<file path="src/rtl/sdmc_pkg.sv">
// shared types and constants of the system device memory copy unit
// no dependencies; used by sdmc_ctrl, sdmc_datapath and the top level
package sdmc_pkg;

  localparam int ADDR_W = 20;
  localparam int BYTE_W = 8;
  localparam int OFFS_W = 16;
  localparam int PAGE_BITS = ADDR_W - OFFS_W;
  localparam int PAGE_COUNT_DEFAULT = 16;
  localparam int NUM_PORTS = 16;
  localparam int PORT_W = 4;
  localparam int HDR_BYTES = 10;
  localparam int HDR_IDX_W = 4;
  localparam int IN_DATA_W = 32;
  localparam int IN_USER_W = 2;

  // access kinds
  localparam logic [1:0] ACT_RAM_WR  = 2'd0;
  localparam logic [1:0] ACT_RAM_RD  = 2'd1;
  localparam logic [1:0] ACT_PORT_WR = 2'd2;
  localparam logic [1:0] ACT_PORT_RD = 2'd3;

  // device ports
  localparam logic [PORT_W-1:0] PORT_BLK_HI = 4'd2;
  localparam logic [PORT_W-1:0] PORT_BLK_LO = 4'd3;
  localparam logic [PORT_W-1:0] PORT_COPY   = 4'd3;
  localparam logic [PORT_W-1:0] PORT_WSP    = 4'd4;
  localparam logic [PORT_W-1:0] PORT_RSP    = 4'd5;

  localparam logic [BYTE_W-1:0] CMD_COPY = 8'h01;

  // memory address sources
  localparam logic [1:0] ASEL_ITEM = 2'd0;
  localparam logic [1:0] ASEL_HDR  = 2'd1;
  localparam logic [1:0] ASEL_SRC  = 2'd2;
  localparam logic [1:0] ASEL_DST  = 2'd3;

  typedef logic [1:0] action_t;
  typedef logic [1:0] addr_sel_t;

  typedef struct packed {
    logic      load_item;
    logic      reg_write;
    logic      mem_rd;
    logic      mem_wr;
    addr_sel_t addr_sel;
    logic      copy_init;
    logic      hdr_capture;
    logic      mod_step;
    logic      idx_step;
    logic      out_load;
  } ctrl_cmd_t;

  typedef struct packed {
    action_t act;
    logic    port_is_copy;
    logic    hdr_first;
    logic    first_ok;
    logic    hdr_done;
    logic    mod_last;
    logic    len_zero;
    logic    copy_last;
    logic    out_free;
  } dp_status_t;

endpackage

</file>
<file path="src/rtl/sdmc_ctrl.sv">
// controller state machine of the system device memory copy unit
// depends on sdmc_pkg; drives sdmc_datapath through ctrl_cmd_t
module sdmc_ctrl (
  input  logic                clk,
  input  logic                rst,
  input  logic                s_tvalid,
  output logic                s_tready,
  input  sdmc_pkg::dp_status_t status,
  output sdmc_pkg::ctrl_cmd_t  cmd
);

  localparam logic [3:0] ST_IDLE    = 4'd0;
  localparam logic [3:0] ST_EXEC    = 4'd1;
  localparam logic [3:0] ST_CP_HRD  = 4'd2;
  localparam logic [3:0] ST_CP_HCAP = 4'd3;
  localparam logic [3:0] ST_CP_MOD  = 4'd4;
  localparam logic [3:0] ST_CP_SRD  = 4'd5;
  localparam logic [3:0] ST_CP_DWR  = 4'd6;
  localparam logic [3:0] ST_FINISH  = 4'd7;

  logic [3:0] state;
  logic [3:0] state_next;

  always_ff @(posedge clk) begin
    if (rst) begin
      state <= ST_IDLE;
    end else begin
      state <= state_next;
    end
  end

  assign s_tready = (state == ST_IDLE);

  always_comb begin
    state_next = state;
    cmd = '0;
    cmd.addr_sel = sdmc_pkg::ASEL_ITEM;
    unique case (state)
      ST_IDLE: begin
        if (s_tvalid) begin
          cmd.load_item = 1'b1;
          state_next = ST_EXEC;
        end
      end
      ST_EXEC: begin
        state_next = ST_FINISH;
        unique case (status.act)
          sdmc_pkg::ACT_RAM_WR: cmd.mem_wr = 1'b1;
          sdmc_pkg::ACT_RAM_RD: cmd.mem_rd = 1'b1;
          sdmc_pkg::ACT_PORT_WR: begin
            cmd.reg_write = 1'b1;
            if (status.port_is_copy) begin
              cmd.copy_init = 1'b1;
              state_next = ST_CP_HRD;
            end
          end
          default: ;
        endcase
      end
      ST_CP_HRD: begin
        cmd.mem_rd = 1'b1;
        cmd.addr_sel = sdmc_pkg::ASEL_HDR;
        state_next = ST_CP_HCAP;
      end
      ST_CP_HCAP: begin
        cmd.hdr_capture = 1'b1;
        priority if (status.hdr_first && !status.first_ok) begin
          state_next = ST_FINISH;
        end else if (status.hdr_done) begin
          state_next = ST_CP_MOD;
        end else begin
          state_next = ST_CP_HRD;
        end
      end
      ST_CP_MOD: begin
        cmd.mod_step = 1'b1;
        if (status.mod_last) begin
          state_next = status.len_zero ? ST_FINISH : ST_CP_SRD;
        end
      end
      ST_CP_SRD: begin
        cmd.mem_rd = 1'b1;
        cmd.addr_sel = sdmc_pkg::ASEL_SRC;
        state_next = ST_CP_DWR;
      end
      ST_CP_DWR: begin
        cmd.mem_wr = 1'b1;
        cmd.addr_sel = sdmc_pkg::ASEL_DST;
        cmd.idx_step = 1'b1;
        state_next = status.copy_last ? ST_FINISH : ST_CP_SRD;
      end
      ST_FINISH: begin
        if (status.out_free) begin
          cmd.out_load = 1'b1;
          state_next = ST_IDLE;
        end
      end
      default: state_next = ST_IDLE;
    endcase
  end

  // an accepted transaction always goes on to execute
  assert property (@(posedge clk) disable iff (rst)
    (s_tvalid && s_tready) |=> (state == ST_EXEC))
    else $error("accepted transaction did not enter execute");

  // every copy write is preceded by its source read
  assert property (@(posedge clk) disable iff (rst)
    (state == ST_CP_DWR) |-> ($past(state) == ST_CP_SRD))
    else $error("copy write without source read");

  // loading the result returns the controller to idle
  assert property (@(posedge clk) disable iff (rst)
    cmd.out_load |=> (state == ST_IDLE))
    else $error("result loaded but controller not idle");

endmodule

</file>
<file path="config.mk">
export PLATFORM = sky130hd
export DESIGN_NAME = sdmc_ctrl
export DESIGN_NICKNAME = d
export VERILOG_FILES = /design/src/rtl/sdmc_pkg.sv /design/src/rtl/sdmc_ctrl.sv
export SDC_FILE = /design/constraint.sdc
export NUM_CORES = 1
export LEC_CHECK = 0
export BUFFER_PORTS_ARGS = -buffer_cell sky130_fd_sc_hd__buf_4
export CAP_MARGIN = 20
export CORE_AREA = 2 2 39 41
export DETAILED_ROUTE_END_ITERATION = 8
export DIE_AREA = 0 0 41 43
export SLEW_MARGIN = 15
export SYNTH_ARGS = -nofsm -noshare
export SYNTH_HDL_FRONTEND = slang
export SYNTH_SLANG_ARGS = --single-unit
</file>
<file path="constraint.sdc">
create_clock -name clk -period 2.5 [get_ports clk]
set_input_delay 0.5 -clock clk [delete_from_list [all_inputs] [get_ports clk]]
set_output_delay 0.5 -clock clk [all_outputs]
set_load 0.05 [all_outputs]
</file>
; ---- Yosys cells after proc, flatten, opt, wreduce, memory -nomap -nowiden
; Index checks and enable logic that the tools add are counted.
[totals]
out_inout_bits = 12
reg_bits = 4
[classes]
muxes = 27
eq_ne = 12
n_reduce_logical = 6
[ops]
columns = operator, count
row1 = $pmux 4 s8, 1
row2 = $mux 4, 5
row3 = $eq 4x3->1 const B, 4
row4 = $mux 1, 14
row5 = $eq 4x2->1 const B, 2
row6 = $mux 3, 2
row7 = $ne 2x2->1 const B, 3
row8 = $pmux 2 s3, 1
row9 = $eq 4x1->1 const B, 1
row10 = $logic_not 4->1, 1
row11 = $mux 2, 2
row12 = $pmux 1 s2, 2
row13 = $reduce_and 3->1, 1
row14 = $eq 2x1->1 const B, 1
row15 = $eq 2x2->1 const B, 1
row16 = $logic_not 2->1, 1
row17 = $reduce_or 2->1, 1
row18 = $logic_and 1x1->1, 1
row19 = $logic_not 1->1, 1

; ---- Logic depth before layout (Yosys ltp)
; Gate-level depths: netlist (run 1).
[logic_depth]
depth_word = 4
mapped_depth = 5
ltp_nobuf = 4

; ---- Worst setup path after synthesis (run 1)
; OpenSTA, ideal clock, no wires.
[synth_timing]
path_kind = register to output
from = reg state[2]
to = out cmd[10] (netlist name)
slack_ps = -194
arrival_ps = 2194
required_ps = 2000
path_stages_with_launch = 4
path_cell_list = dfxtp_1 -> buf_2 -> nor3_1 -> and2_1
[synth_rtl]
columns = element, line
row1 = start: declaration, sdmc_ctrl.sv:21  ; logic [3:0] state;
row2 = start signal: assignment, sdmc_ctrl.sv:28  ; state <= state_next;
row3 = end: declaration, sdmc_ctrl.sv:9  ; output sdmc_pkg::ctrl_cmd_t cmd

==> summary.txt, run 1 <==
mapped cell area = 360 um^2
nets@finish = 93
Slew Viols, Final = 0
Hold WC Path Type = primary input to flip-flop
Placed Area = 558 um^2
Synthesized Nets = 66
max reg flops = 3
largest net degree at the start of global routing = 16
Reg with most FFs = state
Worst EP required = 2.00 ns
Cell Rows = 14
Lkg Pwr = 0.287 nW
Tcrit/Tclk final = 86.9%
Reg clk slew, reported paths = 0.04 ns
drt first pass iters = 2
outcome = complete, no violations
first-pass GRT wire length = 1.48 mm
final hold slack = 0.449 ns
vias in the first global route = 388
post-CTS setup buffer count = 0
hold bufs inserted after CTS = 0
FF/Latch Area = 60.1 um^2
relative max-transition margin = 75.9%
DR vias = 437
area of the multi-input gates = 264 um^2
synth unique cells = 24
top-area cell type share of the netlist area = 16.7%
commonest non-fill, non-tap cells in the layout = 25 x buf_4, 7 x inv_1, 5 x nand2b_1
Routability Congestion = 0.714
DR iter-0 viols = 2
Startpoint Class = flip-flop
die width = 41 um
Max Clock Skew = 0.000499 ns
initial antenna violation count = 0
Final ANT Viol Nets = 0
routed wire length = 916 um
Cells after Synth = 53
min Tclk post-route = 2.17 ns
Ports = 25
Avg Vias per Cell = 4.60
Worst VDD drop = 309 uV
cells along the critical path = or3b_4 > nor3_2 > and2_1 > buf_4
Post-Place Cells = 91
Antenna diodes = 0
number of remaining DRC errors = 0
Crit Path Category = flip-flop to primary output
fmax = 460 MHz
total grt overflow = 0
Clock Latency Late Sink = 0.23 ns
flops & latches, synth = 3
global-route usage over all layers = 11.9%
registers with the most flip-flops = state: 3 flops
fill count = 164
CP max-delay cell = dfxtp_1
CTS Buf Count = 3
Fin Setup TNS = 0 ns
RSZ-0062 raised after global routing = false
post-cts gate resize count = 0
worst slack, placed = 0.560 ns
final std cells w/o fill = 95
Starting Density = 26.0%
DR WL/cell = 9.64 um
worst slew pin tran = 0.361 ns
chip height = 43 um
area leader, netlist = dfxtp_1
largest cells by area after synthesis = dfxtp_1 17%, nand2b_1 8.7%, inv_1 7.3%
syn avg cell area = 6.80 um^2
root buf cell = clkbuf_4
Fin. Hold Viols = 0
Max Cap Viol = 0
core area = 1380 um^2
design area = 584 um^2
Power Dens Cells = 1010 nW/um^2
CTS tree = built
clock sink count = 3
Max FO, Critical Path = 12
post-synthesis sequential area ratio = 16.7%
commonest non-fill, non-tap cell in the layout = buf_4
layout cell share with drive strength beyond 1 = 40.5%
synth warn = 0
Crit path largest cell delay = 0.52 ns
DP Wirelength = 746 um
# port buffers = 24
CTS max path bufs = 2
Setup crit end kind = primary output
die footprint = 1760 um^2
worst setup margin = 0.328 ns
H-tree Lvls = 1
Worst EP arrival = 1.67 ns
final setup fails = 0
Syn-to-layout area delta = 62.2%
final timing paths:
path              startpoint       end  slack, ns  cells after the start
hold reg to reg     state[2]  state[2]       0.66                      3
hold / removal           rst  state[0]       0.45                      2
setup reg to reg    state[0]  state[2]       1.07                      4
setup / recovery    state[0]    cmd[4]       0.33                      4
layer usage:
layer,vias up,GRT usage (%),share of wire (%),wire length (um)
li1,237,-,-,-
met1,182,13.1,43,393
met2,18,20.3,47,432
met3,0,2.09,9.8,90
met4,0,6.00,0,0
met5,-,0,0,0
cells by family after synthesis:
logic type             Yosys count  synth area share (%)
and+or+nand+nor                 23                  37.2
muxes                            1                  3.12
DFF                              3                  16.7
AOI/OAI and AO/OA               16                  31.6
buffers and inverters           10                  11.5
per-stage QoR:
stage               total power, mW  utilization [%]
floorplan                     0.402                -
global placement              0.509             40.3
detailed placement            0.511             40.3
CTS                           0.597             42.2
global route                  0.630             42.2
finish                        0.590             42.2
critical path: cells and delay by family (launching register included):
family | cells | cell delay [ns]
buf+inv | 1 | 0.19
flops | 1 | 0.52
simple gates | 3 | 0.73
layout make-up:
cell class,instances,share of cell area (%)
well taps,16,3.43
repair buffers,25,32.1
multi-input cells,40,45.2
clock buffers,4,4.50
inverters,7,4.50
flip-flops and latches,3,10.3
cell usage after synthesis:
| cell | instances |
|---|---|
| inv_1 | 7 |
| nand2b_1 | 5 |
| a21oi_1 | 4 |
| and2_1 | 3 |
| buf_2 | 3 |
| dfxtp_1 | 3 |
| nand2_1 | 3 |
| nor2_1 | 3 |
| a211oi_1 | 2 |
| nand3_1 | 2 |
| nor3_1 | 2 |
| o21ai_0 | 2 |
| o21ai_1 | 2 |
| o22ai_1 | 2 |
| a21boi_0 | 1 |
| a221oi_1 | 1 |
| a31oi_4 | 1 |
| mux2_1 | 1 |
| nor3_2 | 1 |
| nor3b_1 | 1 |
| o31a_1 | 1 |
| or2_1 | 1 |
| or3_1 | 1 |
| or3b_4 | 1 |
power breakdown:
group	total [mW]	switching, mW	leakage (nW)	internal, mW
clock network	0.0827	0.0230	0.0150	0.0597
registers	0.0958	0.0316	0.0248	0.0642
logic	0.412	0.259	0.247	0.152
(Power assumes the default switching activity.)
==> run 2: changes to the inputs <==
- REMOVE_ABC_BUFFERS: not set -> 1
==> summary.txt, run 2 (synthesis gave the netlist of run 1 again) <==
outcome = complete, no violations
DP Wirelength = 706 um (-5.3%)
post-CTS setup buffer count = 0 (unchanged)
Startpoint Class = flip-flop
Setup crit end kind = primary output
Ports = 25 (unchanged)
drt first pass iters = 4 (+2)
DR WL/cell = 10.4 um (+7.4%)
DR iter-0 viols = 10 (+8)
initial antenna violation count = 0 (unchanged)
Clock Latency Late Sink = 0.24 ns (about the same)
relative max-transition margin = 74.3% (-1.6 points)
NetSw = 321 uW (+2.2%)
global-route usage over all layers = 12.7% (+0.79 points)
number of remaining DRC errors = 0 (unchanged)
Max FO, Critical Path = 12 (unchanged)
Fin. Hold Viols = 0 (unchanged)
CP max-delay cell = dfxtp_1
Worst VDD drop = 469 uV (+52%)
nets@finish = 93 (unchanged)
core area = 1380 um^2 (unchanged)
Reg clk slew, reported paths = 0.04 ns (about the same)
Antenna diodes = 0 (unchanged)
Avg Vias per Cell = 4.79 (+4.1%)
total design power = 595 uW (+0.74%)
Reg with most FFs = state
Flop pwr share = 16.2% (about the same)
largest net degree at the start of global routing = 16 (unchanged)
DR vias = 455 (+4.1%)
Final ANT Viol Nets = 0 (unchanged)
Tcrit/Tclk final = 87.4% (+0.51 points)
Power Dens Cells = 1030 nW/um^2 (+1.6%)
worst slew pin tran = 0.386 ns (+0.0246 ns)
clock sink count = 3 (unchanged)
# port buffers = 24 (unchanged)
fill count = 152 (-7.3%)
registers with the most flip-flops = state: 3 flops
hold bufs inserted after CTS = 0 (unchanged)
root buf cell = clkbuf_4
Hold WC Path Type = primary input to flip-flop
cells along the critical path = or3b_4 > nor3_2 > and2_1 > buf_4
die footprint = 1760 um^2 (unchanged)
first-pass GRT wire length = 1.52 mm (+3.3%)
area of the multi-input gates = 259 um^2 (-1.9%)
post-cts gate resize count = 0 (unchanged)
sw frac = 53.9% (+0.75 points)
Max Cap Viol = 0 (unchanged)
Lkg Pwr = 0.285 nW (-0.62%)
chip height = 43 um (unchanged)
routed wire length = 984 um (+7.4%)
Max Clock Skew = 0.00648 ns (+0.00599 ns)
RSZ-0062 raised after global routing = false
Routability Congestion = 0.737 (+3.3%)
Worst EP arrival = 1.68 ns (about the same)
FF-to-FF path depth = 5 (+1)
CTS max path bufs = 2 (unchanged)
hold depth = 2 (unchanged)
total grt overflow = 0 (unchanged)
final setup fails = 0 (unchanged)
commonest non-fill, non-tap cells in the layout = 25 x buf_4, 7 x inv_1, 5 x nand2b_1
CTS Buf Count = 3 (unchanged)
Comb pwr share = 68.7% (-1.1 points)
layout cell share with drive strength beyond 1 = 39.2% (-1.3 points)
commonest non-fill, non-tap cell in the layout = buf_4
die width = 41 um (unchanged)
Syn-to-layout area delta = 60.8%
Crit Path Category = flip-flop to primary output
Cell Rows = 14 (unchanged)
CTS tree = built
FF/Latch Area = 60.1 um^2 (unchanged)
Slew Viols, Final = 0 (unchanged)
Clock power frac = 15.0% (+1.0 points)
Worst EP required = 2.00 ns (about the same)
max reg flops = 3 (unchanged)
cell-internal power = 274 uW (-0.87%)
vias in the first global route = 382 (-1.5%)
Starting Density = 26.0% (unchanged)
H-tree Lvls = 1 (unchanged)
Crit path largest cell delay = 0.52 ns (about the same)
min Tclk post-route = 2.18 ns (+0.0128 ns)
Fin Setup TNS = 0 ns (unchanged)
fmax = 458 MHz (-0.59%)
[run 2: changes by cell type in the layout (fill, tap and decap cells not counted)]
| cell | change |
|---|---|
| nor3_1 | +1 |
| nor3_2 | -1 |
[run 2: worst max-delay path, delay by kind of cell (launching register included)]
family | cells | cell delay, ns
AND/OR/NAND/NOR | 3 | 0.73
buffers and inverters | 1 | 0.19
flip-flops | 1 | 0.52
[run 2: layer usage]
layer | wire, um | track usage, % | vias to the layer above | share of wire, %
met5 | 0 | 0 | - | 0
met4 | 14 | 8.00 | 0 | 1.4
met3 | 98 | 2.09 | 2 | 10
met2 | 454 | 18.8 | 22 | 46
met1 | 416 | 16.3 | 193 | 42
li1 | - | - | 238 | -
[run 2: power by group through the flow]
stage | sequential [mW] | clock (mW) | combinational, mW
floorplan | 0.101 | 0 | 0.283
global placement | 0.0955 | 0 | 0.410
detailed placement | 0.0963 | 0 | 0.409
CTS | 0.0960 | 0.0897 | 0.413
global route | 0.103 | 0.0905 | 0.436
finish | 0.0965 | 0.0894 | 0.409
[run 2: area by class of cell]
cell class                 instances  area share, %
sequential                         3           10.4
timing repair buffer              25           32.4
tap                               16           3.46
clock buffer                       4           4.54
multi-input combinational         40           44.7
inverter                           7           4.54
[run 2: path summary, 6_finish.rpt]
| path | startpoint | end | slack (ns) |
|---|---|---|---|
| min | rst | state[0] | 0.44 |
| max reg2reg | state[2] | state[1] | 1.07 |
| max | state[0] | cmd[4] | 0.32 |
| min reg2reg | state[2] | state[2] | 0.67 |
[run 2: metrics by stage]
stage / setup slack, ns / utilization [%] / hold WS (ns) / instance area (um^2) / instances
6_report: 0.315 / 41.9 / 0.441 / 579 / 95
5_1_grt: 0.190 / 41.9 / 0.450 / 579 / 95
4_1_cts: 0.304 / 41.9 / 0.440 / 579 / 95
3_5_place_dp: 0.562 / 40.0 / 0.646 / 553 / 91
3_3_place_gp: 0.587 / 40.0 / 0.669 / 553 / 91
2_1_floorplan: -0.128 / - / 0.569 / 345 / 50
==> run 3: changes to the inputs <==
- ABC_AREA: not set -> 1
==> summary.txt, run 3 <==
Setup crit end kind = primary output
Starting Density = 24.9% (-1.2 points)
CTS max path bufs = 2 (unchanged)
Startpoint Class = flip-flop
Reg with most FFs = state
Cells after Synth = 66 (+25%)
flops & latches, synth = 3 (unchanged)
routed wire length = 887 um (-9.9%)
Hold Path End = state[1]
Reg clk slew, reported paths = 0.03 ns (about the same)
Avg Vias per Cell = 4.22 (-12%)
number of synthesized flops with an enable pin = 0 (unchanged)
commonest non-fill, non-tap cell in the layout = buf_4
Post-synth top flop = dfxtp_1
min Tclk post-route = 1.88 ns (-0.308 ns)
Hold WC Path Type = primary input to flip-flop
DR iter-0 viols = 10 (unchanged)
syn avg cell area = 5.21 um^2 (-23%)
clock sink count = 3 (unchanged)
Max Clock Skew = 0.00155 ns (-0.00493 ns)
R2R Path Start = state[2]
top post-synthesis cells by count = 16 x inv_1, 16 x nand2_1, 11 x nor2_1
outcome = complete, no violations
Tcrit/Tclk final = 75.1% (-12 points)
Antenna diodes = 0 (unchanged)
post-CTS setup buffer count = 0 (unchanged)
Worst EP required = 2.00 ns (about the same)
Worst EP arrival = 1.38 ns (-0.30 ns)
worst reg2reg path endpoint = state[0]
Crit Path Category = flip-flop to primary output
fmax = 533 MHz (+16%)
Max Cap Viol = 0 (unchanged)
mapped cell area = 344 um^2 (-4.5%)
vias in the first global route = 388 (+1.6%)
DR vias = 460 (+1.1%)
top-area cell type share of the netlist area = 17.5% (+0.79 points)
Slew Viols, Final = 0 (unchanged)
synth warn = 0 (unchanged)
Final Util = 40.4% (-1.4 points)
largest cells by area after synthesis = dfxtp_1 17%, inv_1 17%, nand2_1 17%
hold depth = 2 (unchanged)
fill count = 168 (+11%)
largest delay contributor family on the critical path = flip-flops
die width = 41 um (unchanged)
DR WL/cell = 8.14 um (-21%)
CTS tree = built
Worst Path Buf+Inv = 2 (+1)
max reg flops = 3 (unchanged)
relative max-transition margin = 77.7% (+3.4 points)
Routability Congestion = 0.681 (-7.5%)
Power Dens Cells = 1270 nW/um^2 (+24%)
initial antenna violation count = 0 (unchanged)
DP Wirelength = 746 um (+5.6%)
cells along the critical path = inv_1 > nor2_1 > a31o_2 > buf_4
FF-to-FF path depth = 6 (+1)
final setup fails = 0 (unchanged)
Fin. Hold Viols = 0 (unchanged)
fraction of registers with async set/reset = 0% (unchanged)
Crit path largest cell delay = 0.51 ns (about the same)
total grt overflow = 0 (unchanged)
registers with the most flip-flops = state: 3 flops
commonest non-fill, non-tap cells in the layout = 24 x buf_4, 16 x inv_1, 16 x nand2_1
synth unique cells = 15 (-38%)
layout cell share with drive strength beyond 1 = 34.4% (-4.8 points)
min-delay src = rst
first-pass GRT wire length = 1.29 mm (-15%)
RSZ-0062 raised after global routing = false
worst slew pin tran = 0.335 ns (-0.0511 ns)
H-tree Lvls = 1 (unchanged)
chip height = 43 um (unchanged)
Clock Latency Late Sink = 0.23 ns (about the same)
core area = 1380 um^2 (unchanged)
global-route usage over all layers = 10.3% (-2.4 points)
number of remaining DRC errors = 0 (unchanged)
Lkg Pwr = 0.329 nW (+15%)
Final ANT Viol Nets = 0 (unchanged)
CP max-delay cell = dfxtp_1
Cell Rows = 14 (unchanged)
post-synthesis sequential area ratio = 17.5% (+0.79 points)
largest net degree at the start of global routing = 10 (-6)
# port buffers = 24 (unchanged)
Worst VDD drop = 402 uV (-14%)
area leader, netlist = dfxtp_1
CTS Buf Count = 3 (unchanged)
reg-to-reg setup timing slack = 1.23 ns (+0.16 ns)
Ports = 25 (unchanged)
drt first pass iters = 2 (-2)
Fin Setup TNS = 0 ns (unchanged)
Syn-to-layout area delta = 62.5%
nets@finish = 107 (+15%)
Max FO, Critical Path = 9 (-3)
die footprint = 1760 um^2 (unchanged)
post-cts gate resize count = 0 (unchanged)
hold bufs inserted after CTS = 0 (unchanged)
root buf cell = clkbuf_4
[run 3: cell types whose count changed after synthesis, moves of 3 or more]
cell	previous run	this run
buf_2	3	0
nor2_1	3	11
inv_1	7	16
nand2b_1	5	0
and2_1	3	0
nand3_1	2	5
nand2_1	3	16
[run 3: logic make-up (layout without fill, tap and decap cells)]
kind of cell    Yosys count  after routing  share of synthesized area, %
compound gates            7              7                          13.1
buf+inv                  17             44                          20.7
flops                     3              3                          17.5
simple gates             39             39                          48.7
[run 3: report_power, final]
group          switching [mW]  leakage [nW]  internal (mW)
clock network          0.0224        0.0150         0.0596
registers              0.0405        0.0248         0.0697
logic                   0.364         0.289          0.156
total                   0.427         0.329          0.285
[run 3: per-layer routing]
metal / GRT usage [%] / wire [um]
met4: 6.00 / 0
met5: 0 / 0
met1: 12.2 / 383
met2: 15.9 / 390
met3: 2.62 / 112
[run 3: worst max-delay path by stage]
stage	from	to	cells after the start
CTS	state[2]	cmd[7]	4
finish	state[2]	cmd[7]	4
global placement	state[2]	cmd[7]	4
detailed placement	state[2]	cmd[7]	4
global route	state[0]	cmd[9]	5
floorplan	state[0]	cmd[9]	4
[run 3: layout make-up]
type                       count  area (um^2)  share of cell area [%]
sequential                     3         60.1                    10.7
clock buffer                   4         26.3                    4.70
tap                           16         20.0                    3.58
multi-input combinational     46          213                    38.0
timing repair buffer          24          180                    32.2
inverter                      16         60.1                    10.7
[run 3: worst reg2reg max path, stage by stage, from the launching register on]
cell and delay (ns):
dfxtp_1 0.51, inv_1 0.16, nand2_1 0.13, nor2_1 0.05
nor2_1 0.16, nand2_1 0.08, a21oi_1 0.11
[run 3: through the flow]
| step | power [mW] | instances | area [um^2] | worst slack, ns | hold WS (ns) |
|---|---|---|---|---|---|
| CTS | 0.721 | 109 | 559 | 0.633 | 0.432 |
| floorplan | 0.490 | 65 | 333 | 0.264 | 0.562 |
| finish | 0.712 | 109 | 559 | 0.623 | 0.442 |
| global placement | 0.632 | 105 | 533 | 0.872 | 0.624 |
| global route | 0.775 | 109 | 559 | 0.532 | 0.444 |
| detailed placement | 0.632 | 105 | 533 | 0.877 | 0.618 |
